**src/hw/rtl/kmeans_clustering_assert.svh**
```systemverilog
// Assertion macros shared by the k-means clustering RTL.
// Used at the end of the top level; needs no other file.
`ifndef KMEANS_CLUSTERING_ASSERT_SVH
`define KMEANS_CLUSTERING_ASSERT_SVH
// Implication checked on every rising clock edge outside reset.
`define KM_ASSERT_IMP(label, clk, rst_n, ante, cons, msg) \
    label: assert property (@(posedge clk) disable iff (!rst_n) (ante) |-> (cons)) \
        else $error(msg);
// Next-cycle implication checked on every rising clock edge outside reset.
`define KM_ASSERT_NEXT(label, clk, rst_n, ante, cons, msg) \
    label: assert property (@(posedge clk) disable iff (!rst_n) (ante) |=> (cons)) \
        else $error(msg);
`endif

```
**src/hw/rtl/km_pkg.sv**
```systemverilog
// Types and constants shared by the k-means clustering block.
// Depends on nothing.
package km_pkg;
    localparam int unsigned CoordW = 16;
    localparam int unsigned NumCoord = 4;
    localparam int unsigned DistW = 37;
    localparam int unsigned SumW = 23;
    localparam int unsigned KW = 4;
    localparam int unsigned CidW = 3;
    localparam int unsigned PidxW = 6;

    typedef logic signed [CoordW-1:0] t_coord;
    typedef t_coord [NumCoord-1:0] t_vec;

    typedef struct packed {
        logic signed [CoordW-1:0] coord_0;
        logic signed [CoordW-1:0] coord_1;
        logic signed [CoordW-1:0] coord_2;
        logic signed [CoordW-1:0] coord_3;
        logic                     last_point;
    } t_in_item;

    typedef struct packed {
        logic [PidxW-1:0] point_index;
        logic [CidW-1:0]  cluster_id;
        logic             converged;
        logic             too_few_points;
        logic             last_result;
    } t_out_item;

    typedef enum logic [3:0] {
        ST_LOAD,
        ST_INIT,
        ST_RD,
        ST_ASSIGN,
        ST_ACC,
        ST_DIV_START,
        ST_DIV_WAIT,
        ST_PASS_END,
        ST_EMIT
    } t_state;
endpackage

```
**src/hw/rtl/km_merge.sv**
```systemverilog
// Merging stage: picks the lowest-index lane at the least distance.
// Uses km_pkg; a registered compare chain over the lane distances.
module km_merge #(
    parameter int unsigned LANES = 8
) (
    input  logic                     i_clk,
    input  logic [km_pkg::DistW-1:0] i_dist [LANES],
    input  logic [km_pkg::KW-1:0]    i_k,
    output logic [km_pkg::CidW-1:0]  o_best
);
    import km_pkg::*;

    logic [DistW-1:0] bd;
    logic [CidW-1:0]  bi;
    logic [CidW-1:0]  r_best;

    always_comb begin
        bd = i_dist[0];
        bi = '0;
        for (int c = 1; c < LANES; c++) begin
            if (KW'(c) < i_k && i_dist[c] < bd) begin
                bd = i_dist[c];
                bi = CidW'(c);
            end
        end
    end

    always_ff @(posedge i_clk) begin
        r_best <= bi;
    end

    assign o_best = r_best;
endmodule

```
**config.mk**
```make
export PLATFORM = sky130hd
export DESIGN_NAME = km_merge
export DESIGN_NICKNAME = d
export VERILOG_FILES = /design/src/hw/rtl/kmeans_clustering_assert.svh /design/src/hw/rtl/km_pkg.sv /design/src/hw/rtl/km_merge.sv
export SDC_FILE = /design/constraint.sdc
export NUM_CORES = 1
export LEC_CHECK = 0
export BUFFER_PORTS_ARGS = -buffer_cell sky130_fd_sc_hd__buf_2
export CORE_MARGIN = 5
export CORE_UTILIZATION = 49
export CTS_CLUSTER_DIAMETER = 30
export CTS_CLUSTER_SIZE = 8
export DETAILED_ROUTE_END_ITERATION = 12
export GPL_TIMING_DRIVEN = 0
export PLACE_DENSITY_LB_ADDON = 0.1
export SLEW_MARGIN = 20
export SYNTH_ARGS = -nofsm -noshare
export SYNTH_HDL_FRONTEND = slang
export SYNTH_SLANG_ARGS = --single-unit
```
**constraint.sdc**
```tcl
create_clock -name i_clk -period 17.5 [get_ports i_clk]
set_clock_uncertainty 0.2 [all_clocks]
set_input_delay 1.75 -clock i_clk [delete_from_list [all_inputs] [get_ports i_clk]]
set_output_delay 1.75 -clock i_clk [all_outputs]
set_load 0.1 [all_outputs]
```
==> impl_metrics.py <==
metrics = {
    "die": {
        "rows": 50,
        "dieArea_mm2": 0.0217,
        "io_pins": 304,
        "dieHeight_um": 147,
        "fp.dieW_um": 147,
        "start_util_pct": 49.6,
        "core_area_mm2": 0.0186,
    },
    "placed_design": {
        "place.gp.congestion": 0.962,
        "post-place-ws_ps": -2780,
        "placed_area_mm2": 0.0114,
        "dpl.hpwl_um": 28500,
        "dp.cells": 1838,
        "port_buffers": 302,
    },
    "final_layout": {
        "filler_cell_count": 1467,
        "drive_above_1_share_pct": 42.1,
        "nets": 2283,
        "largest_reg_flops": 3,
        "area_delta_synth_final_pct": 50.8,
        "final_cells": 1971,
        "postLayoutCellArea_mm2": 0.0140,
        "final_util_pct": 74.9,
    },
    "logic_synthesis": {
        "yosysTopAreaCell": "ha_1",
        "synth.distinct_cells": 70,
        "synth_top_area_share_pct": 33.5,
        "syn-instance-count": 1302,
        "ys_top_cells_by_count": "248 x ha_1, 180 x a21oi_1, 150 x inv_1, 131 x nor2_1, 85 x a21o_1",
        "yosysMostFrequentCell": "ha_1",
        "synth.avg_cell_area_um2": 7.11,
        "yosysWarnings": 0,
        "synth_seq_cells": 3,
        "synthTopCellsByArea": "ha_1 34%, a21oi_1 9.7%, a21o_1 6.9%, inv_1 6.1%, nor2_1 5.3%",
        "synth_flop_cell": "dfxtp_1",
        "syn_nets": 1851,
        "ys_seq_area_share_pct": 0.649,
        "async_flop_share_pct": 0,
        "netlist_area_mm2": 0.00925,
        "synth_edf_count": 0,
    },
    "global_route": {
        "use_met3_pct": 3.83,
        "grt_antenna_before_repair": 8,
        "first_global_vias": 11256,
        "top_usage_layer": "met2",
        "use_met1_pct": 36.5,
        "grt_max_degree": 11,
        "grt_first_pass_wirelength_um": 54600,
        "use_met2_pct": 54.8,
        "grt_use_total_pct": 30.2,
        "overflow": 0,
    },
    "timing": {
        "fin_ws_ps": -1000,
        "max_freq_mhz": 54.1,
        "drv_slew": 0,
        "setup_viol": 3,
        "fin_crit_ps": 18500,
        "fin_crit_sh_pct": 106,
        "setup_tns_ps": -2910,
        "hold_viol_final": 0,
        "relSlewSlack_pct": 54.9,
        "worst_pin_slew_ps": 673,
        "fin_hold_ws_ps": 1960,
        "rsz0062_at_grt": "yes",
    },
    "route": {
        "wl_um": 36700,
        "viasPerCell": 5.89,
        "firstDrtPassIters": 5,
        "post_drt_wl_per_cell_um": 18.6,
        "postRouteAntennaNets": 0,
        "drc": 0,
        "drtIter0Drc": 507,
        "vias": 11617,
    },
    "min_path": {
        "hold_path.class": "in -> reg",
    },
    "setup_path": {
        "arrival_ps": 18430,
        "worstPathMaxFanout": 10,
        "start_kind": "primary input",
        "critical-path-max-stage-delay_ps": 590,
        "cp-end-kind": "flip-flop",
        "critPathKind": "in -> reg",
        "critical_path.slowest_cell": "or4_4",
        "crit_required_ps": 17420,
    },
    "pwr": {
        "vdd_ir_drop_max_uv": 172,
        "power_density_mw_per_mm2": 96.0,
        "finalPower_mw": 1.34,
        "leakagePower_nw": 7.42,
    },
    "clock_tree": {
        "numCtsBuffers": 3,
        "path_clk_slew_ps": 30,
        "cts.sinks": 3,
        "tritoncts": "built",
        "cts_htree_levels": 1,
        "clockBufferDepth": 2,
        "cts-root-buf": "clkbuf_16",
        "hold_buffers": 0,
    },
    "status": {
        "status": "finished with violations",
        "violations": "negative setup slack",
    },
    "flow_run": {
        "cap_viol_max_count": 0,
    },
}
[final timing paths]
kind	start	depth (start not counted)	to
worst min-delay path	i_dist[74]	5	o_best[2]
worst max-delay path	i_dist[291]	102	o_best[1]
[cell type report]
type                    count  area [µm²]  share of cell area, %
clock buffers               4        78.8                  0.565
plain buffers              43         558                   4.00
flip-flops and latches      3        60.1                  0.430
multi-input cells        1103        9780                   70.1
inverters                 150         578                   4.14
repair buffers            430        2600                   18.6
well taps                 234         293                   2.10
diodes                      4        10.0                 0.0717
[logic make-up (layout without fill, tap and decap cells)]
logic type,Yosys count,count (layout),synth area share (%)
adders and majority gates,249,249,33.7
DFF,3,3,0.649
other,0,4,0
AOI/OAI and AO/OA,427,427,29.3
xor gates and xnor gates,4,4,0.379
buffers and inverters,196,627,8.40
muxes,77,77,8.91
and+or+nand+nor,346,346,18.7
[where the power goes]
part | total, mW | internal [mW] | leakage (nW) | switching, mW
combinational | 1.29 | 0.613 | 7.36 | 0.679
sequential | 0.0110 | 0.0101 | 0.0251 | 0.000893
clock | 0.0372 | 0.0301 | 0.0382 | 0.00703
[layer usage]
layer / up-vias / wire length (µm)
li1: 5671 / -
met1: 5305 / 14800
met2: 500 / 17800
met3: 131 / 2480
met4: 10 / 1640
met5: - / 43
[critical path, delay by kind of cell]
| family | cells | cell delay [ps] |
|---|---|---|
| adders and majority gates | 7 | 1550 |
| and+or+nand+nor | 26 | 3680 |
| AOI/OAI and AO/OA | 46 | 7960 |
| muxes | 2 | 450 |
| buffers and inverters | 21 | 3010 |
[placed cells by master, fill, tap and decap left out, types with 22 or more instances in the layout]
master,count
nand2_1,38
nor2b_1,29
a21oi_1,105
inv_1,133
a21oi_2,55
o21ai_1,22
o21ai_0,24
mux2i_1,33
nand4_1,46
buf_2,296
buf_4,116
mux2_2,31
ha_1,208
a21o_1,85
nor2_1,113
ha_4,35
a31oi_1,36
[timing repair]
item,4_1_cts,5_1_grt
buffers inserted,96,28
pin swaps,72,82
endpoints found under the setup margin,3,3
gates cloned,4,0
resized for setup,197,121
Note: power is estimated with default switching activity, not from simulation.
