**config.mk**
```make
export PLATFORM = sky130hd
export DESIGN_NAME = km_lane
export DESIGN_NICKNAME = d
export VERILOG_FILES = /design/src/hw/rtl/kmeans_clustering_assert.svh /design/src/hw/rtl/km_pkg.sv /design/src/hw/rtl/km_lane.sv
export SDC_FILE = /design/constraint.sdc
export NUM_CORES = 2
export LEC_CHECK = 0
export BUFFER_PORTS_ARGS = -buffer_cell sky130_fd_sc_hd__buf_4
export CAP_MARGIN = 20
export CORE_ASPECT_RATIO = 1.5
export CORE_MARGIN = 3
export CORE_UTILIZATION = 55
export CTS_CLUSTER_SIZE = 8
export DETAILED_ROUTE_END_ITERATION = 7
export GPL_TIMING_DRIVEN = 0
export MAX_ROUTING_LAYER = met4
export PLACE_DENSITY = 0.72
export SYNTH_ARGS = -nofsm -noshare
export SYNTH_HDL_FRONTEND = slang
export SYNTH_SLANG_ARGS = --single-unit
```
**constraint.sdc**
```tcl
create_clock -name i_clk -period 11.45 [get_ports i_clk]
set_input_delay 0.5725 -clock i_clk [delete_from_list [all_inputs] [get_ports i_clk]]
set_output_delay 0.5725 -clock i_clk [all_outputs]
set_load 0.02 [all_outputs]
```
**src/hw/rtl/kmeans_clustering_assert.svh**
```systemverilog
// Assertion macros shared by the k-means clustering RTL.
// Used at the end of the top level; needs no other file.
`ifndef KMEANS_CLUSTERING_ASSERT_SVH
`define KMEANS_CLUSTERING_ASSERT_SVH
// Implication checked on every rising clock edge outside reset.
`define KM_ASSERT_IMP(label, clk, rst_n, ante, cons, msg) \
    label: assert property (@(posedge clk) disable iff (!rst_n) (ante) |-> (cons)) \
        else $error(msg);
// Next-cycle implication checked on every rising clock edge outside reset.
`define KM_ASSERT_NEXT(label, clk, rst_n, ante, cons, msg) \
    label: assert property (@(posedge clk) disable iff (!rst_n) (ante) |=> (cons)) \
        else $error(msg);
`endif

```
**src/hw/rtl/km_pkg.sv**
```systemverilog
// Types and constants shared by the k-means clustering block.
// Depends on nothing.
package km_pkg;
    localparam int unsigned CoordW = 16;
    localparam int unsigned NumCoord = 4;
    localparam int unsigned DistW = 37;
    localparam int unsigned SumW = 23;
    localparam int unsigned KW = 4;
    localparam int unsigned CidW = 3;
    localparam int unsigned PidxW = 6;

    typedef logic signed [CoordW-1:0] t_coord;
    typedef t_coord [NumCoord-1:0] t_vec;

    typedef struct packed {
        logic signed [CoordW-1:0] coord_0;
        logic signed [CoordW-1:0] coord_1;
        logic signed [CoordW-1:0] coord_2;
        logic signed [CoordW-1:0] coord_3;
        logic                     last_point;
    } t_in_item;

    typedef struct packed {
        logic [PidxW-1:0] point_index;
        logic [CidW-1:0]  cluster_id;
        logic             converged;
        logic             too_few_points;
        logic             last_result;
    } t_out_item;

    typedef enum logic [3:0] {
        ST_LOAD,
        ST_INIT,
        ST_RD,
        ST_ASSIGN,
        ST_ACC,
        ST_DIV_START,
        ST_DIV_WAIT,
        ST_PASS_END,
        ST_EMIT
    } t_state;
endpackage

```
**src/hw/rtl/km_lane.sv**
```systemverilog
// One distance lane: squared distance from a point to one centroid.
// Uses km_pkg; one registered square per coordinate, then a registered sum.
module km_lane #(
    parameter int unsigned DIMS = 4
) (
    input  logic          i_clk,
    input  km_pkg::t_vec  i_point,
    input  km_pkg::t_vec  i_centroid,
    output logic [km_pkg::DistW-1:0] o_dist
);
    import km_pkg::*;

    logic [2*CoordW+1:0] r_sq [NumCoord];
    logic [DistW-1:0] n_sum;
    logic [DistW-1:0] r_dist;
    logic signed [CoordW:0] diff [NumCoord];
    logic signed [2*CoordW+1:0] sq [NumCoord];

    always_comb begin
        for (int d = 0; d < NumCoord; d++) begin
            diff[d] = {i_point[d][CoordW-1], i_point[d]} -
                {i_centroid[d][CoordW-1], i_centroid[d]};
            sq[d] = diff[d] * diff[d];
        end
        n_sum = '0;
        for (int d = 0; d < NumCoord; d++) begin
            if (d < DIMS) begin
                n_sum = n_sum + DistW'(r_sq[d]);
            end
        end
    end

    always_ff @(posedge i_clk) begin
        for (int d = 0; d < NumCoord; d++) begin
            r_sq[d] <= sq[d];
        end
        r_dist <= n_sum;
    end

    assign o_dist = r_dist;
endmodule

```
==> Flow_metrics.wiki <==
{| class="wikitable"
! Metric !! Value
|-
| Die footprint || 90,200 um2
|-
| Post-Synth Adder-Cell Area || 0.597
|-
| Num rows || 131
|-
| Share of flip-flops with an asynchronous set or reset || 0
|-
| Maximum number of pins on one net before global-route repair || 17
|-
| R2r setup slk || 7240 ps
|-
| Final hold violations || 0
|-
| Avg Inst Size Synth || about 9.3 um2
|-
| Number of synthesized register bits || 168
|-
| Fmax || about 100 MHz
|-
| Critical register-to-register path endpoint || o_dist[35]$_DFF_P_
|-
| Worst-Skew Late Latency || approximately 460 ps
|-
| Wire length of the first global-routing pass || 193,000 um
|-
| Slew at the pin with the worst max-slew slack || 1140 ps
|-
| Max Clock Skew || 23.3 ps
|-
| Total negative setup slack || 0 ps
|-
| Clock transition at path regs || 70 ps
|-
| Synth area leaders || sky130_fd_sc_hd__fa_1, sky130_fd_sc_hd__ha_1, sky130_fd_sc_hd__inv_1
|-
| Destination of the worst hold path || o_dist[0]$_DFF_P_
|-
| Cell family with most CP delay || adder cells
|-
| Total standard cell area after synthesis || 47,600 um2
|-
| Largest incremental delay on the critical path || 810 ps
|-
| Number of CTS-inserted buffers || 17
|-
| Worst max-slew margin expressed relative to the limit || 0.232
|-
| Wire length after detailed routing || 118,000 um
|-
| Top layer used by detailed routing || met4
|-
| XOR/XNOR Fraction of Synth Area || 0.0439
|-
| Sequential fraction of the synthesis area || 0.0707
|-
| Final count of negative-setup-slack endpoints || 0
|-
| Met2 routed wirelength || 63,400 um
|-
| Fraction of layout instances using a drive strength above 1 || 0.0488
|-
| Maximum buffer depth of the clock tree || 2
|-
| Share of cell area taken by muxes after synthesis || 0.000447
|-
| Class of the tightest hold or removal check || flop to flop
|-
| Depth of the worst register-to-register path || 12
|-
| Basic-gate share of the synthesized area counting and, or, nand and nor cells || 0.0960
|-
| Number of clock sinks || 168
|-
| Total of warnings raised by yosys || 0
|-
| Post-synth EDFFs || 0
|-
| Slew Limit Fails || 0
|-
| Maximum level of the CTS H-tree || 4
|-
| Core Area || approximately 85,000 um2
|-
| Width of the chip || 246 um
|-
| Number of nets in the layout || 6,989
|-
| Placer's final routability congestion estimate || 1.01
|-
| Number of hold-repair buffers added at the cts stage || 0
|-
| Max-cap viol count || 0
|-
| Dominant combinational cell family by area after synthesis || adder cells
|-
| Hold Path Stages || 1
|-
| Global-route congestion overflow total || 0
|-
| Cell with the biggest individual delay on the critical path || sky130_fd_sc_hd__xor2_1
|-
| Initial antenna violation count || 1
|-
| Largest area contributor in the synthesized netlist || sky130_fd_sc_hd__fa_1
|-
| Count of buffers from port buffering || 164
|-
| Most Frequent Cell on Critical Path || sky130_fd_sc_hd__fa_1
|-
| Amount of wire on met3 after detailed routing || 4690 um
|-
| Unrepaired setup endpoints after global routing || false
|-
| Kind of capture point of the worst setup path || flop
|-
| Drt via density || 5.33
|-
| Count of cell types in the netlist || 82
|-
| Commonest cells in the synthesized netlist || sky130_fd_sc_hd__inv_1, sky130_fd_sc_hd__fa_1, sky130_fd_sc_hd__ha_1, sky130_fd_sc_hd__nor2_1, sky130_fd_sc_hd__nand2_1
|-
| Post-Synthesis Cells || 5,092
|-
| Net count of the mapped netlist || 6,803
|-
| Tmin final || 9760 ps
|-
| Vias in the first global route || 38,400
|-
| I/O pin total || roughly 170
|-
| Number of vias in the routed layout || 34,300
|-
| Highest net fanout along the worst path || 10
|-
| Post-CTS setup buffer count || 0
|-
| Layout-stage area growth over the synthesis result || 6.79%
|-
| Type of element launching the critical path || input pin
|-
| Die height || around 370 um
|-
| Beginning of the worst hold path || r_sq[0][0]$_DFF_P_
|-
| M1 WL || 41,600 um
|-
| Critical path data required time || 11,720 ps
|-
| Most frequent cell after synthesis || sky130_fd_sc_hd__inv_1
|-
| Detail Placement HPWL || 103,000 um
|-
| Per-cell routed wire length || 18.3 um
|-
| Setup CP Type || input pin to flop
|-
| Portion of synthesized cell area occupied by the leading cell type || 0.483
|-
| Drc violations || 0
|-
| Compound-Gate Fraction of Synth Area || 0.0721
|-
| Clock tree from TritonCTS || built
|-
| First-pass iteration count of the detailed router || 6
|-
| Number of gates given a new drive strength after cts || 0
|-
| Arrival time at the worst endpoint || 10,020 ps
|-
| Result of the run || complete, no violations
|-
| Prevailing post-synth register cell || sky130_fd_sc_hd__dfxtp_1
|-
| Count of antenna-violating nets left after detailed routing || 0
|-
| Iteration-0 DRC Markers || between 1,500 and 2,000
|-
| Worst R2R Start || r_sq[3][9]$_DFF_P_
|-
| Global router's overall resource usage || 0.283
|-
| Library cell used as clock root buffer || sky130_fd_sc_hd__clkbuf_16
|-
| Initial core utilization || 0.557
|-
| Post-route fraction of the period consumed by the critical path || 0.852
|-
| Buffers and inverters on the worst path || 8
|}
[cells by family after synthesis]
group,count (synthesis)
buf+inv,1515
compound gates,510
fa+ha+maj,1582
flops,168
xor+xnor,237
other cells,1
simple gates,1077
mux,2
[layout by cell type, fill, tap and decap left out, types with 5 or more instances in the layout]
| cell type | count |
|---|---|
| sky130_fd_sc_hd__fa_1 | 1148 |
| sky130_fd_sc_hd__buf_4 | 168 |
| sky130_fd_sc_hd__a31o_2 | 7 |
| sky130_fd_sc_hd__clkinv_1 | 13 |
| sky130_fd_sc_hd__or2_2 | 12 |
| sky130_fd_sc_hd__nand2b_1 | 31 |
| sky130_fd_sc_hd__a211o_1 | 8 |
| sky130_fd_sc_hd__a21oi_1 | 159 |
| sky130_fd_sc_hd__a41oi_1 | 5 |
| sky130_fd_sc_hd__a211oi_1 | 6 |
| sky130_fd_sc_hd__o211ai_1 | 9 |
| sky130_fd_sc_hd__o21ai_0 | 85 |
| sky130_fd_sc_hd__nand2_1 | 419 |
| sky130_fd_sc_hd__o22ai_1 | 5 |
| sky130_fd_sc_hd__nor2_1 | 434 |
| sky130_fd_sc_hd__xor2_1 | 59 |
| sky130_fd_sc_hd__and2_1 | 26 |
| sky130_fd_sc_hd__a21boi_0 | 9 |
| sky130_fd_sc_hd__nor4_1 | 6 |
| sky130_fd_sc_hd__or3_1 | 12 |
| sky130_fd_sc_hd__dfxtp_1 | 168 |
| sky130_fd_sc_hd__o21a_1 | 32 |
| sky130_fd_sc_hd__o21ai_1 | 8 |
| sky130_fd_sc_hd__and3_1 | 17 |
| sky130_fd_sc_hd__inv_1 | 1383 |
| sky130_fd_sc_hd__a31oi_1 | 14 |
| sky130_fd_sc_hd__ha_1 | 434 |
| sky130_fd_sc_hd__clkbuf_16 | 17 |
| sky130_fd_sc_hd__buf_2 | 6 |
| sky130_fd_sc_hd__a21o_1 | 75 |
| sky130_fd_sc_hd__o31ai_1 | 10 |
| sky130_fd_sc_hd__nor2b_1 | 34 |
| sky130_fd_sc_hd__nand3_1 | 32 |
| sky130_fd_sc_hd__clkbuf_1 | 104 |
| sky130_fd_sc_hd__xnor2_1 | 175 |
| sky130_fd_sc_hd__nand4_1 | 15 |
| sky130_fd_sc_hd__nor3_1 | 26 |
| sky130_fd_sc_hd__inv_2 | 9 |
| sky130_fd_sc_hd__o21bai_1 | 19 |
[routing by layer]
metal | global-route usage | up-vias
met1 | 0.306 | 17400
met2 | 0.507 | 983
met4 | 0.154 | 0
met5 | - | -
met3 | 0.0285 | 395
li1 | - | 15500
[sequential cells by signal, summed over array words and instances (netlist names)]
signal,flops
r_sq,132
o_dist,36
[area by class of cell]
class / instances / area, um2
fill: 7396 / 34600
multi-input combinational: 3409 / 38500
antenna: 4 / 10.0
clock inverter: 11 / 87.6
inverter: 1405 / 5270
sequential: 168 / 3360
tap: 1130 / 1410
timing repair buffer: 167 / 1250
clock buffer: 21 / 460
buffer: 110 / 424
[worst max path at each step]
stage                      startpoint                   to  slack, ps  depth (start not counted)
final                      i_point[0]  r_sq[0][33]$_DFF_P_       1690                         32
after CTS                  i_point[0]  r_sq[0][33]$_DFF_P_       1840                         32
after floorplan           i_point[48]  r_sq[3][33]$_DFF_P_       2960                         34
after global placement     i_point[1]  r_sq[0][33]$_DFF_P_       1430                         30
after detailed placement  i_point[16]  r_sq[1][33]$_DFF_P_       1390                         37
after global routing      i_point[16]  r_sq[1][33]$_DFF_P_       1240                         37
[metrics by stage]
stage / instances / utilization / hold slack, ps / worst slack (ps) / instance area, um2
floorplan: 5092 / - / 432 / 2960 / 47600
global placement: 6386 / 0.588 / 518 / 1430 / 50200
detailed placement: 6388 / 0.589 / 521 / 1390 / 50300
CTS: 6420 / 0.595 / 557 / 1840 / 50800
global route: 6422 / 0.595 / 576 / 1240 / 50800
finish: 6425 / 0.595 / 579 / 1690 / 50800
Power is left out: the tool's default activity adds up to more than one toggle a clock period on the data nets, which glitch-free logic cannot reach.
