[src/hw/rtl/kmeans_clustering_assert.svh]
// Assertion macros shared by the k-means clustering RTL.
// Used at the end of the top level; needs no other file.
`ifndef KMEANS_CLUSTERING_ASSERT_SVH
`define KMEANS_CLUSTERING_ASSERT_SVH
// Implication checked on every rising clock edge outside reset.
`define KM_ASSERT_IMP(label, clk, rst_n, ante, cons, msg) \
    label: assert property (@(posedge clk) disable iff (!rst_n) (ante) |-> (cons)) \
        else $error(msg);
// Next-cycle implication checked on every rising clock edge outside reset.
`define KM_ASSERT_NEXT(label, clk, rst_n, ante, cons, msg) \
    label: assert property (@(posedge clk) disable iff (!rst_n) (ante) |=> (cons)) \
        else $error(msg);
`endif

[src/hw/rtl/km_pkg.sv]
// Types and constants shared by the k-means clustering block.
// Depends on nothing.
package km_pkg;
    localparam int unsigned CoordW = 16;
    localparam int unsigned NumCoord = 4;
    localparam int unsigned DistW = 37;
    localparam int unsigned SumW = 23;
    localparam int unsigned KW = 4;
    localparam int unsigned CidW = 3;
    localparam int unsigned PidxW = 6;

    typedef logic signed [CoordW-1:0] t_coord;
    typedef t_coord [NumCoord-1:0] t_vec;

    typedef struct packed {
        logic signed [CoordW-1:0] coord_0;
        logic signed [CoordW-1:0] coord_1;
        logic signed [CoordW-1:0] coord_2;
        logic signed [CoordW-1:0] coord_3;
        logic                     last_point;
    } t_in_item;

    typedef struct packed {
        logic [PidxW-1:0] point_index;
        logic [CidW-1:0]  cluster_id;
        logic             converged;
        logic             too_few_points;
        logic             last_result;
    } t_out_item;

    typedef enum logic [3:0] {
        ST_LOAD,
        ST_INIT,
        ST_RD,
        ST_ASSIGN,
        ST_ACC,
        ST_DIV_START,
        ST_DIV_WAIT,
        ST_PASS_END,
        ST_EMIT
    } t_state;
endpackage

[src/hw/rtl/km_div.sv]
// Restoring divider for centroid means, truncating toward zero.
// Uses km_pkg; one quotient bit per cycle.
module km_div (
    input  logic                      i_clk,
    input  logic                      i_rst_n,
    input  logic                      i_start,
    input  logic signed [km_pkg::SumW-1:0] i_num,
    input  logic [6:0]                i_den,
    output logic                      o_done,
    output logic signed [km_pkg::CoordW-1:0] o_quot
);
    import km_pkg::*;

    localparam int unsigned CntW = $clog2(SumW + 1);

    logic [SumW-1:0] r_q;
    logic [7:0]      r_rem;
    logic [6:0]      r_den;
    logic            r_neg;
    logic [CntW-1:0] r_cnt;
    logic            r_busy;
    logic            r_done;
    logic [7:0]      n_rem;
    logic [SumW-1:0] mag;
    logic [SumW-1:0] qs;

    always_comb begin
        n_rem = {r_rem[6:0], r_q[SumW-1]};
        mag = i_num[SumW-1] ? SumW'(-i_num) : SumW'(i_num);
        qs = r_neg ? SumW'(-r_q) : r_q;
    end

    always_ff @(posedge i_clk) begin
        if (!i_rst_n) begin
            r_busy <= 1'b0;
            r_done <= 1'b0;
        end else begin
            r_done <= 1'b0;
            if (i_start) begin
                r_busy <= 1'b1;
                r_cnt  <= CntW'(SumW);
            end else if (r_busy) begin
                r_cnt <= r_cnt - 1'b1;
                if (r_cnt == CntW'(1)) begin
                    r_busy <= 1'b0;
                    r_done <= 1'b1;
                end
            end
        end
        if (i_start) begin
            r_q   <= mag;
            r_rem <= '0;
            r_den <= i_den;
            r_neg <= i_num[SumW-1];
        end else if (r_busy) begin
            if (n_rem >= {1'b0, r_den}) begin
                r_rem <= n_rem - {1'b0, r_den};
                r_q   <= {r_q[SumW-2:0], 1'b1};
            end else begin
                r_rem <= n_rem;
                r_q   <= {r_q[SumW-2:0], 1'b0};
            end
        end
    end

    assign o_done = r_done;
    assign o_quot = qs[CoordW-1:0];
endmodule

[config.mk]
export PLATFORM = sky130hd
export DESIGN_NAME = km_div
export DESIGN_NICKNAME = d
export VERILOG_FILES = /design/src/hw/rtl/kmeans_clustering_assert.svh /design/src/hw/rtl/km_pkg.sv /design/src/hw/rtl/km_div.sv
export SDC_FILE = /design/constraint.sdc
export NUM_CORES = 1
export LEC_CHECK = 0
export BUFFER_PORTS_ARGS = -buffer_cell sky130_fd_sc_hd__buf_4
export CAP_MARGIN = 20
export CORE_MARGIN = 8
export CORE_UTILIZATION = 47
export DETAILED_ROUTE_END_ITERATION = 8
export PLACE_DENSITY = 0.74
export SKIP_LAST_GASP = 1
export SYNTH_ARGS = -nofsm -noshare
export SYNTH_HDL_FRONTEND = slang
export SYNTH_SLANG_ARGS = --single-unit
[constraint.sdc]
create_clock -name i_clk -period 4.4 [get_ports i_clk]
set_input_delay 0.44 -clock i_clk [delete_from_list [all_inputs] [get_ports i_clk]]
set_output_delay 0.44 -clock i_clk [all_outputs]
set_load 0.01 [all_outputs]
==> run summary, run 1 <==
status = completed
Post-CTS Hold Buffers = 0
share of cells above drive strength 1 = 19.9%
Fillers = 582
Worst path slowest cell = nor3_1
Synth Flop Type = edfxtp_1
Buffers on Ports = 49
area of the multi-input gates = 1620 µm²
most numerous cell in the Yosys netlist = nor2_1
Detailed Place HPWL = 4.88 mm
Max Freq = 0.389 GHz
Critical Path Max Stage Delay = 470 ps
Hold Path End = r_den[4]
largest net degree at the start of global routing = 70
Post-Synthesis Cell Area = 3000 µm²
worst-path cell chain = nor3_1 > nand4_1 > o41ai_1 > xnor2_1 > buf_4
clock-pin slew on the worst setup and hold paths = 90 ps
WS Path Type = register to primary output
Pwr Density = 334 nW/µm²
hold crit path type = input port to register
wire length of the first global-routing pass = 10.6 mm
Synthesized Nets = 359
Slew headroom = 54.7%
reg2reg end = r_rem[0]
Post-synth EDFFs = 36
core area = 6280 µm²
total track usage = 14.5%
CTS max path bufs = 2
share of the synthesized area in the top cell type = 36.1%
vias per cell = 5.45
routability cong. = 0.892
drt initial violations = 152
Netlist cell types = 48
WL final = 6.50 mm
antenna fix cells = 0
clk sink count = 45
async set or reset register ratio after synthesis = 0%
cts bufs inserted = 5
family with the most delay on the worst path = simple AND/OR/NAND/NOR gates
total overflow reported by the global router = 0
fin nets = 400
H-tree Lvls = 2
placed insts = 425
Arr. time, crit path = 2130 ps
worst-path maximum fanout = 4
CTS tree = yes
die footprint = 9190 µm²
synth top area cells = edfxtp_1 36%, xor2_1 6.1%, dfxtp_1 6.0%
Area growth, synth to finish = 17.2%
RSZ-0062 raised after global routing = false
DIE WIDTH = 95.9 µm
final total power = 1.17 mW
# Post-CTS Setup Buffers = 0
routed via count = 2362
period utilisation layout = 58.4%
peak supply drop = 0.164 mV
Worst setup EP type = primary output
Root Driver = clkbuf_8
crit path launch type = register
Worst Setup Slack, final = 1830 ps
Hold Fails Final Rpt = 0
WL per Instance = 15.0 µm
storage element area = 1260 µm²
antenna violations before repair = 0
post_cts resized = 0
Post-DRT Antenna Nets = 0
Worst R2R Setup Slack = 2020 ps
Min-Delay Startpoint = i_den[4]
worst-margin pin slew = 674 ps
sequential cell area fraction in the yosys report = 42.1%
number of global-route vias before repair = 2284
Hold Path Stages = 1
Tmin final = 2570 ps
Synth Register Bits = 45
Ys Warns = 0
Final Setup Violations = 0
R2R Path Start = r_rem[5]
dominant cell type by area after synthesis = edfxtp_1
fin. max-slew vios = 0
WP data required = 3960 ps
I/O pins = 50
Leak Pwr = 1.37 nW
Die Ht = 95.9 µm
final cell count without fillers = 433
Layout Skew = 7.99 ps
Initial Utilization = 47.8%
WP buf/inv = 1
Cells after Synth = 314
first drt pass iteration count = 4
residual DRC count = 0
setup_tns = 0 ps
max-cap violations = 0
Rows = 29
syn_area_per_cell = 9.55 µm²
Placement Setup Slack = 2040 ps
Post-synth top cells = 41 x nor2_1, 36 x edfxtp_1, 26 x a21oi_1
Reg2Reg Depth = 6
Clock Latency Late Sink = 300 ps
[logic make-up (layout without fill, tap and decap cells)]
group                    count (synthesis)  in the layout  synth area share (%)
AO/OA/AOI/OAI                           69             69                  15.6
adder cells (fa/ha/maj)                 12             12                  5.26
XOR/XNOR                                39             39                  11.4
multiplexers                             6              6                  2.09
flip-flops                              45             45                  42.1
buffers and inverters                   31             73                  4.05
AND/OR/NAND/NOR                        112            112                  19.5
[registers in the layout, indices dropped and copies added (netlist names)]
| register | flops |
|---|---|
| r_rem | 7 |
| r_q | 23 |
| r_busy | 1 |
| r_cnt | 5 |
| r_neg | 1 |
| o_done | 1 |
| r_den | 7 |
[where the power goes]
part / internal [mW] / leakage (nW) / switching, mW
clock: 0.170 / 0.0554 / 0.140
combinational: 0.153 / 0.888 / 0.164
sequential: 0.509 / 0.423 / 0.0371
total: 0.833 / 1.37 / 0.342
[routing by layer]
layer / part of all wire (%) / wire length, µm / track usage, %
met1: 44 / 2840 / 18.1
met2: 49 / 3180 / 23.7
met3: 5.4 / 353 / 3.20
met4: 1.9 / 123 / 6.02
met5: 0 / 0 / 0
[final cells by class]
cell class / count / area share (%)
clock buffer: 6 / 2.07
clock inverter: 2 / 1.10
inverter: 16 / 1.71
multi-input combinational: 238 / 46.0
sequential: 45 / 35.9
tap: 77 / 2.74
timing repair buffer: 49 / 10.5
[metrics by stage]
step	util [%]	instance area, µm²	hold WS [ps]
2_1_floorplan	-	3000	461
3_3_place_gp	54.2	3400	473
3_5_place_dp	54.2	3400	481
4_1_cts	55.9	3510	301
5_1_grt	55.9	3510	294
6_report	55.9	3510	308
[worst max-delay path by stage]
stage	from	end	slack, ps	cells past startpoint
CTS	r_q[0]	o_quot[13]	1820	5
detailed placement	r_den[6]	r_rem[0]	2040	7
finish	r_q[0]	o_quot[13]	1830	5
floorplan	r_den[0]	r_rem[1]	2300	8
global placement	r_den[6]	r_rem[0]	2090	7
global route	r_q[0]	o_quot[14]	1690	7
[layout by cell type, fill, tap and decap left out, types with 3 or more instances in the layout]
master     n
nor3_1     6
mux2i_1    4
a211oi_1   6
or2_2      3
nand4_1    3
nor4_1     3
dfxtp_1    9
buf_4     49
nand2b_1   8
o41ai_2    3
or4_1      4
o31ai_1   10
xnor2_1   18
nor4b_1    3
nor2b_1    3
xor2_1    21
nand3_1    6
inv_1     16
o21ai_0   12
a21oi_1   26
clkbuf_8   5
ha_1      11
nand2_1   15
edfxtp_1  36
nor2_1    41
or3_1      5
Note: power is estimated with default switching activity, not from simulation.
==> run 2: changes to the inputs <==
Clock period 4.4 ns to 2.6 ns, I/O delays scaled along.
==> run 2 against run 1 <==
Compared with the run above: highest routed layer unchanged; clock power up 73%; via count up 2.5%; flip-flop and latch count unchanged; first-iteration DRC count up 9.9%; worst setup slack worse by 1600 ps; final area up 0.78%; critical path type unchanged; core utilization up 0.44 points; global-route usage up 0.052 points.
==> run summary, run 2 (synthesis results as in run 1) <==
H-tree Lvls = 2 (unchanged)
reg2reg end = r_rem[0]
# Post-CTS Setup Buffers = 0 (unchanged)
antenna violations before repair = 0 (unchanged)
family with the most delay on the worst path = simple AND/OR/NAND/NOR gates
residual DRC count = 0 (unchanged)
CTS tree = yes
Worst path slowest cell = edfxtp_1
Placed Instance Area = 3420 µm² (+0.66%)
share of cells above drive strength 1 = 20.6% (+0.67 points)
total overflow reported by the global router = 0 (unchanged)
Min-Delay Startpoint = i_den[4]
core area = 6280 µm² (unchanged)
clk sink count = 45 (unchanged)
WL final = 6.52 mm (+0.32%)
Tmin final = 2360 ps
max-cap violations = 0 (unchanged)
Leak Pwr = 1.38 nW (+1.3%)
die footprint = 9190 µm² (unchanged)
Hold Path Stages = 1 (unchanged)
worst hold slack = 138 ps (-170 ps)
Layout Skew = 11.2 ps (+3.25 ps)
worst-path maximum fanout = 4 (unchanged)
largest net degree at the start of global routing = 50 (-29%)
area of the multi-input gates = 1620 µm² (unchanged)
final cell count without fillers = 436 (+0.69%)
Worst R2R Setup Slack = 300 ps (-1720 ps)
period utilisation layout = 90.8%
commonest non-fill, non-tap cell in the layout = buf_4
Initial Utilization = 47.8% (unchanged)
drt initial violations = 167 (+9.9%)
total track usage = 14.5% (+0.052 points)
Post-DRT Antenna Nets = 0 (unchanged)
Final Setup Violations = 0 (unchanged)
crit path launch type = register
antenna fix cells = 0 (unchanged)
Clock Latency Late Sink = 290 ps (about the same)
number of global-route vias before repair = 2348 (+2.8%)
post_cts resized = 0 (unchanged)
CTS max path bufs = 2 (unchanged)
worst-path cell chain = inv_1 > ha_1 > nor2b_1 > nand4_1 > o31ai_1 > xnor2_1 > buf_4
Die Ht = 95.9 µm (unchanged)
Slew headroom = 57.8% (+3.1 points)
I/O pins = 50 (unchanged)
WL per Instance = 15.0 µm (-0.37%)
RSZ-0062 raised after global routing = false
max FFs per register = 23 (unchanged)
Reg2Reg Depth = 7 (+1)
vias per cell = 5.55 (+1.8%)
Root Driver = clkbuf_8
Critical Path Max Stage Delay = 440 ps (-30 ps)
worst-margin pin slew = 628 ps (-46.1 ps)
Largest regs = r_q: 23 flops, r_den: 7 flops, r_rem: 7 flops
WP data required = 2340 ps (-1620 ps)
cts bufs inserted = 5 (unchanged)
Max Freq = 0.424 GHz
fin. max-slew vios = 0 (unchanged)
clock-pin slew on the worst setup and hold paths = 80 ps (about the same)
Buffers on Ports = 49 (unchanged)
Largest Register = r_q
wire length of the first global-routing pass = 10.7 mm (+0.98%)
R2R Path Start = r_den[6]
Pwr Density = 566 nW/µm² (+69%)
Detailed Place HPWL = 4.90 mm (+0.46%)
Finished Cell Area = 3540 µm² (+0.78%)
Hold Path End = r_den[4]
final total power = 2.00 mW (+70%)
status = completed
DIE WIDTH = 95.9 µm (unchanged)
Arr. time, crit path = 2100 ps (-30 ps)
placed insts = 428 (+0.71%)
routed via count = 2421 (+2.5%)
most frequent cells in the layout = 52 x buf_4, 41 x nor2_1, 36 x edfxtp_1
Hold Fails Final Rpt = 0 (unchanged)
WP buf/inv = 2 (+1)
Area growth, synth to finish = 18.1%
routability cong. = 0.867 (-2.8%)
WS Path Type = register to primary output
Worst setup EP type = primary output
fin nets = 403 (+0.75%)
hold crit path type = input port to register
Rows = 29 (unchanged)
Post-CTS Hold Buffers = 0 (unchanged)
storage element area = 1260 µm² (unchanged)
peak supply drop = 0.232 mV (+41%)
Fillers = 580 (-0.34%)
setup_tns = 0 ps (unchanged)
first drt pass iteration count = 4 (unchanged)
## run 2: changes by cell type in the layout (fill, tap and decap cells not counted), sizes merged
| cell | change |
|---|---|
| clkinv | -1 |
| clkbuf | +1 |
| buf | +3 |
## run 2: final cells by class
cell class / count / area share, %
clock buffers: 7 / 2.44
clock inverters: 1 / 0.848
inverters: 16 / 1.70
multi-input cells: 238 / 45.6
flip-flops and latches: 45 / 35.6
well taps: 77 / 2.72
repair buffers: 52 / 11.0
## run 2: worst max path at each step
stage / startpoint / to / slack (ps) / cells after the start
floorplan: r_den[0] / r_rem[1] / 500 / 8
finish: r_q[0] / o_quot[12] / 240 / 7
global placement: r_den[6] / r_rem[0] / 400 / 7
CTS: r_q[0] / o_quot[12] / 210 / 7
detailed placement: r_den[6] / r_rem[0] / 360 / 7
global route: r_q[0] / o_quot[12] / 1 / 7
## run 2: power breakdown
| part | switching, mW | internal [mW] |
|---|---|---|
| logic | 0.276 | 0.262 |
| clock network | 0.226 | 0.313 |
| registers | 0.0630 | 0.862 |
## run 2: per-layer routing
layer  vias up  global-route usage, %  share of wire [%]
li1       1220                      -                  -
met1      1131                   18.1                 44
met2        60                   24.6                 50
met3        10                   2.26                4.0
met4         0                   5.89                2.0
met5         -                      0                  0
## run 2: per-stage QoR
| step | utilization (%) | worst slack, ps |
|---|---|---|
| floorplan | - | 499 |
| global placement | 54.5 | 404 |
| detailed placement | 54.5 | 358 |
| CTS | 56.4 | 214 |
| global route | 56.4 | 1.42 |
| finish | 56.4 | 240 |
